===== src/cnsn_pkg.sv =====
// ----------------------------------------------------------------------------
// cnsn_pkg
// Shared types, widths and constants of the crop, nearest-neighbour scale and
// normalise block.
// ----------------------------------------------------------------------------
package cnsn_pkg;

    // Field widths fixed by the interface.
    localparam int PIX_W       = 8;
    localparam int DIM_W       = 11;
    localparam int STRIDE_W    = 12;
    localparam int FRAC_W      = 16;
    localparam int ROW_W       = 12;
    localparam int LOAD_ADDR_W = 21;
    localparam int BYTE_W      = 8;
    localparam int VALUE_W     = 16;
    localparam int CHAN_W      = 2;
    localparam int CFG_INDEX_W = 2;
    localparam int CFG_DATA_W  = 16;

    // Width of a computed byte address: row (12 bits) times stride (12 bits) plus column,
    // wide enough to also hold the largest store size.
    localparam int ADDR_CALC_W = 25;

    // Output grid size; the scale division is a shift by its logarithm.
    localparam int OUT_SIZE  = 256;
    localparam int OUT_SHIFT = $clog2(OUT_SIZE);

    // 0.9 in Q0.16.
    localparam logic [FRAC_W-1:0] FRAC_MAX = 16'd58982;

    // Defaults for the top level parameters.
    localparam int OUT_CHANNELS_DEF = 3;
    localparam int STORE_BYTES_DEF  = 2097152;

    // Register reset values.
    localparam logic [DIM_W-1:0]    SRC_WIDTH_RST     = 11'd640;
    localparam logic [DIM_W-1:0]    SRC_HEIGHT_RST    = 11'd480;
    localparam logic [STRIDE_W-1:0] ROW_STRIDE_RST    = 12'd640;
    localparam logic [FRAC_W-1:0]   CROP_TOP_FRAC_RST = 16'd0;

    typedef enum logic [CFG_INDEX_W-1:0] {
        REG_SRC_WIDTH     = 2'd0,
        REG_SRC_HEIGHT    = 2'd1,
        REG_ROW_STRIDE    = 2'd2,
        REG_CROP_TOP_FRAC = 2'd3
    } cfg_index_t;

    typedef enum logic {
        ACT_LOAD    = 1'b0,
        ACT_REQUEST = 1'b1
    } action_t;

    typedef enum logic [1:0] {
        STS_OK       = 2'd0,
        STS_GEOMETRY = 2'd1,
        STS_RANGE    = 2'd2
    } status_t;

    typedef enum logic [2:0] {
        S_IDLE,
        S_MUL1,
        S_MUL2,
        S_MUL3,
        S_READ,
        S_EMIT
    } state_t;

    typedef struct packed {
        action_t                action;
        logic [LOAD_ADDR_W-1:0] load_address;
        logic [BYTE_W-1:0]      load_byte;
        logic [PIX_W-1:0]       out_x;
        logic [PIX_W-1:0]       out_y;
    } in_t;

    typedef struct packed {
        logic [VALUE_W-1:0] value_norm;
        logic [CHAN_W-1:0]  channel;
        logic               last_channel;
        status_t            status;
    } out_t;

    typedef struct packed {
        logic [DIM_W-1:0]    src_width;
        logic [DIM_W-1:0]    src_height;
        logic [STRIDE_W-1:0] row_stride;
        logic [FRAC_W-1:0]   crop_top_frac;
    } geom_t;

    // Stage strobes from the sequencer to the address datapath.
    typedef struct packed {
        logic capture;
        logic mul1;
        logic mul2;
        logic mul3;
    } dp_ctrl_t;

endpackage


===== src/cnsn_addr_gen.sv =====
// ----------------------------------------------------------------------------
// cnsn_addr_gen
// Source address datapath: crop offset, nearest-neighbour column and row, and
// the byte address, one multiplication per stage but two in the first.
// ----------------------------------------------------------------------------
module cnsn_addr_gen (
    input  logic                                clk,
    input  cnsn_pkg::dp_ctrl_t                  ctrl,
    input  cnsn_pkg::geom_t                     geom,
    input  logic [cnsn_pkg::PIX_W-1:0]          out_x,
    input  logic [cnsn_pkg::PIX_W-1:0]          out_y,
    output logic [cnsn_pkg::ADDR_CALC_W-1:0]    addr,
    output logic                                geom_bad
);

    localparam int TOP_PROD_W = cnsn_pkg::DIM_W + cnsn_pkg::FRAC_W;
    localparam int PIX_PROD_W = cnsn_pkg::PIX_W + cnsn_pkg::DIM_W;
    localparam int ROW_PROD_W = cnsn_pkg::ROW_W + cnsn_pkg::STRIDE_W;

    logic [cnsn_pkg::PIX_W-1:0]       ox_reg;
    logic [cnsn_pkg::PIX_W-1:0]       oy_reg;
    logic [cnsn_pkg::DIM_W-1:0]       crop_top_reg;
    logic [cnsn_pkg::DIM_W-1:0]       crop_top_next;
    logic [cnsn_pkg::DIM_W-1:0]       sx_reg;
    logic [cnsn_pkg::DIM_W-1:0]       sx_next;
    logic                             geom_bad_reg;
    logic                             geom_bad_next;
    logic [cnsn_pkg::ROW_W-1:0]       row_reg;
    logic [cnsn_pkg::ROW_W-1:0]       row_next;
    logic [cnsn_pkg::ADDR_CALC_W-1:0] addr_reg;
    logic [cnsn_pkg::ADDR_CALC_W-1:0] addr_next;

    logic [cnsn_pkg::FRAC_W-1:0] frac_clamped;
    logic [TOP_PROD_W-1:0]       top_prod;
    logic [cnsn_pkg::DIM_W-1:0]  top_raw;
    logic [cnsn_pkg::DIM_W-1:0]  height_m1;
    logic [PIX_PROD_W-1:0]       sx_prod;
    logic [cnsn_pkg::DIM_W-1:0]  sx_raw;
    logic [cnsn_pkg::DIM_W-1:0]  width_m1;
    logic [cnsn_pkg::DIM_W-1:0]  crop_h_raw;
    logic [cnsn_pkg::DIM_W-1:0]  crop_h;
    logic [cnsn_pkg::DIM_W-1:0]  crop_h_m1;
    logic [PIX_PROD_W-1:0]       sy_prod;
    logic [cnsn_pkg::DIM_W-1:0]  sy_raw;
    logic [cnsn_pkg::DIM_W-1:0]  sy;
    logic [ROW_PROD_W-1:0]       row_prod;

    // First stage: crop offset, source column and geometry check.
    always_comb
    begin
        frac_clamped  = (geom.crop_top_frac > cnsn_pkg::FRAC_MAX) ? cnsn_pkg::FRAC_MAX
                                                                    : geom.crop_top_frac;
        top_prod      = TOP_PROD_W'(geom.src_height) * TOP_PROD_W'(frac_clamped);
        top_raw       = top_prod[cnsn_pkg::FRAC_W +: cnsn_pkg::DIM_W];
        height_m1     = geom.src_height - 1'b1;
        crop_top_next = (top_raw > height_m1) ? height_m1 : top_raw;

        sx_prod  = PIX_PROD_W'(ox_reg) * PIX_PROD_W'(geom.src_width);
        sx_raw   = sx_prod[cnsn_pkg::OUT_SHIFT +: cnsn_pkg::DIM_W];
        width_m1 = geom.src_width - 1'b1;
        sx_next  = (sx_raw > width_m1) ? width_m1 : sx_raw;

        geom_bad_next = (geom.src_width == '0) || (geom.src_height <= 11'd1)
                        || (geom.row_stride == '0);
    end

    // Second stage: source row within the cropped window.
    always_comb
    begin
        crop_h_raw = geom.src_height - crop_top_reg;
        crop_h     = (crop_h_raw == '0) ? 11'd1 : crop_h_raw;
        crop_h_m1  = crop_h - 1'b1;
        sy_prod    = PIX_PROD_W'(oy_reg) * PIX_PROD_W'(crop_h);
        sy_raw     = sy_prod[cnsn_pkg::OUT_SHIFT +: cnsn_pkg::DIM_W];
        sy         = (sy_raw > crop_h_m1) ? crop_h_m1 : sy_raw;
        row_next   = cnsn_pkg::ROW_W'(crop_top_reg) + cnsn_pkg::ROW_W'(sy);
    end

    // Third stage: byte address.
    always_comb
    begin
        row_prod  = ROW_PROD_W'(row_reg) * ROW_PROD_W'(geom.row_stride);
        addr_next = cnsn_pkg::ADDR_CALC_W'(row_prod) + cnsn_pkg::ADDR_CALC_W'(sx_reg);
    end

    always_ff @(posedge clk)
    begin
        if (ctrl.capture)
        begin
            ox_reg <= out_x;
            oy_reg <= out_y;
        end
        if (ctrl.mul1)
        begin
            crop_top_reg <= crop_top_next;
            sx_reg       <= sx_next;
            geom_bad_reg <= geom_bad_next;
        end
        if (ctrl.mul2)
        begin
            row_reg <= row_next;
        end
        if (ctrl.mul3)
        begin
            addr_reg <= addr_next;
        end
    end

    assign addr     = addr_reg;
    assign geom_bad = geom_bad_reg;

endmodule


===== config.mk =====
export PLATFORM = sky130hd
export DESIGN_NAME = cnsn_addr_gen
export DESIGN_NICKNAME = d
export VERILOG_FILES = /design/src/cnsn_pkg.sv /design/src/cnsn_addr_gen.sv
export SDC_FILE = /design/constraint.sdc
export NUM_CORES = 1
export LEC_CHECK = 0
export BUFFER_PORTS_ARGS = -buffer_cell sky130_fd_sc_hd__buf_2
export CAP_MARGIN = 20
export CELL_PAD_IN_SITES_DETAIL_PLACEMENT = 1
export CELL_PAD_IN_SITES_GLOBAL_PLACEMENT = 2
export CORE_UTILIZATION = 45
export DETAILED_ROUTE_END_ITERATION = 12
export PLACE_DENSITY = 0.92
export SYNTH_ARGS = -nofsm -noshare
export SYNTH_HDL_FRONTEND = slang
export SYNTH_SLANG_ARGS = --single-unit

===== constraint.sdc =====
create_clock -name clk -period 33.6 [get_ports clk]
set_clock_uncertainty 0.05 [all_clocks]
set_input_delay 1.68 -clock clk [delete_from_list [all_inputs] [get_ports clk]]
set_output_delay 1.68 -clock clk [all_outputs]
set_load 0.005 [all_outputs]

==> results.md <==
- Outcome: finished clean
- Die Width: 214.4 um
- Post-Syn Area: 20290 um2
- EDFF count, synth: 76
- Placer Congestion: 0.8539
- Unrepaired setup endpoints after global routing: no
- Final count of pins violating max slew: 0
- Worst R2R Path Depth: 46
- Mapped Cells: 2200
- Ports: 97
- Root Buffer: clkbuf_16
- R2r setup slk: 22550 ps
- Initial core utilization: 0.4579
- Crit-path slowest cell: or3b_2
- Synthesis-to-layout area growth: 5.882%
- Worst setup path category: in2reg
- Leading cell type by number of instances after synthesis: inv_1
- Core Footprint: between 40000 and 50000 um2
- Yosys cell types: 74
- Max incr delay on CP: 500 ps
- Global-route wire length before repair: between 80 and 90 mm
- Final worst path period need: 12380 ps
- Num CTS Buffers: 9
- Dominant synthesized flop cell: edfxtp_1
- Largest fanout on the critical path: 20
- Fmax: 80.75 MHz
- Slew of the pin with the lowest slew margin: approximately 960 ps
- Wire per inst: between 15 and 20 um
- Synth cell count leaders: 389 x inv_1, 343 x fa_1, 312 x nand2_1, 265 x ha_1, 198 x and2_1
- Antenna violations before repair: 0
- Later-pin clock latency in the skew report: 370 ps
- Setup violators final: 0
- Seq/Total Area, Yosys: 0.1125
- Layout fillers: approximately 5000
- Worst EP arrival: 12440 ps
- Setup TNS: 0 ps
- Yosys top cell area share: 0.3383
- Asr flop ratio synth: 0
- Post-Syn Area per Cell: ~9.2 um2
- CP Capture Type: flop
- Max FFs per register: 25
- Resize count post-CTS: 0
- Maxcap violations: 0
- FF-to-FF End: row_reg[10]
- Worst min path class: reg2reg
- DR vias: 15100
- Clock sinks: 76
- Critical Path Start Type: primary input
- CTS clk-pin slew, worst paths: 60 ps
- H-tree Lvls: 3
- Grt total ovfl: 0
- Final hold violation count: 0
- FF+latch count, synth: 76
- Layout cells sized above 1: 0.07030
- Hold path startpoint: sx_reg[0]
- Hpwl dp: about 42 mm
- Hold Buf Count CTS: 0
- Largest net degree at the start of global routing: 33
- Max_slew headroom: 0.3596
- # rows: 77
- PortBufs: between 90 and 100
- ANT cells: 0
- Die height: 214.4 um
- Syn nets: around 2900
- Synth top area cells: fa_1 34%, ha_1 16%, edfxtp_1 11%, inv_1 7.2%, and2_1 6.1%
- Hold Crit Depth: 1
- CTS tree: built
- DR DRC count: 0
- Initial DRT Pass Iterations: 5
- Number of global-route vias before repair: 17280
- Vias/cell: around 5.4
- Routed WL: between 50 and 60 mm
- Final net count: 2893
- Worst EP required: 33660 ps
- Tcrit/Tclk final: 0.3686
- Critical Path Start: geom[28]
- R2r startpoint: crop_top_reg[0]
- Max clock buf depth: 2
- Area leader, netlist: fa_1
- Setup bufs post-CTS: 0
- Die Footprint: 45950 um2
- DRT iter0 DRCs: approximately 500
- Overall Global Routing Usage: 0.2325
- Post-route ant nets: 0
- Synth warn: 0
- Hold EP: addr[0]
[metal layers]
metal  track usage  share of wire  vias up
met5             0              0        -
met4       0.06048          0.019        0
met3       0.02241          0.033       60
met2        0.4269           0.51      272
met1        0.2905           0.44     7820
li1              -              -     6946
[final cells by class]
type	instances	area, um2	area share
multi-input cells	1632	16160	0.7519
well taps	592	740.7	0.03447
clock buffers	9	225.2	0.01048
clock inverters	7	67.56	0.003144
flip-flops and latches	76	2282	0.1062
repair buffers	106	555.5	0.02585
inverters	389	1460	0.06795
[through the flow]
stage	setup slack [ps]	std cells	hold slack, ps	instance area [um2]	utilization
after floorplan	21770	2200	475.6	20290	-
after global placement	21370	2795	515.1	21200	0.4783
after detailed placement	20930	2795	511.4	21200	0.4783
after CTS	21260	2811	542.0	21490	0.4849
after global routing	20570	2811	541.4	21490	0.4849
final	21220	2811	531.9	21490	0.4849
[critical path: cells and delay by family]
kind                       cells  cell delay (ps)
adders and majority gates     10             3710
AOI/OAI and AO/OA             19             3560
and+or+nand+nor                8             1790
buffers and inverters          8              940
xor gates and xnor gates       2              460
muxes                          1              280
[cell families (layout without fill, tap and decap cells)]
group | count (synthesis) | in the layout | synth area share
xor gates and xnor gates | 88 | 88 | 0.03909
muxes | 13 | 13 | 0.006597
DFF | 76 | 76 | 0.1125
buffers and inverters | 492 | 511 | 0.09143
adders and majority gates | 608 | 608 | 0.5017
AOI/OAI and AO/OA | 211 | 211 | 0.07497
and+or+nand+nor | 712 | 712 | 0.1737
[placed cells by master, fill, tap and decap left out, types with 4 or more instances in the layout]
cell       count
inv_1        389
fa_1         343
nand2_1      312
ha_1         265
and2_1       198
buf_2         96
edfxtp_1      76
xnor2_1       55
nor2_1        50
a21oi_1       46
a21o_1        37
and3_1        37
o21ai_0       36
xor2_1        30
nand2b_1      20
nor3_1        19
nand3_1       17
o21a_1        16
nor2b_1       14
nand4_1       11
mux2i_1       10
buf_4         10
clkbuf_16      9
or3_1          8
nor4_1         8
or2_2          7
a21boi_0       7
a31oi_1        7
a211oi_1       6
o31ai_1        4
[worst max-delay path by stage]
stage                   to  slack (ps)  cells after the start
6_report       row_reg[10]       21220                     48
5_1_grt        row_reg[10]       20570                     49
4_1_cts        row_reg[10]       21260                     48
3_5_place_dp   row_reg[10]       20930                     47
3_3_place_gp   row_reg[10]       21370                     51
2_1_floorplan  row_reg[10]       21770                     47
Power is not shown: default switching activity piles up to over one toggle a cycle in this logic, so the estimate is an artifact.
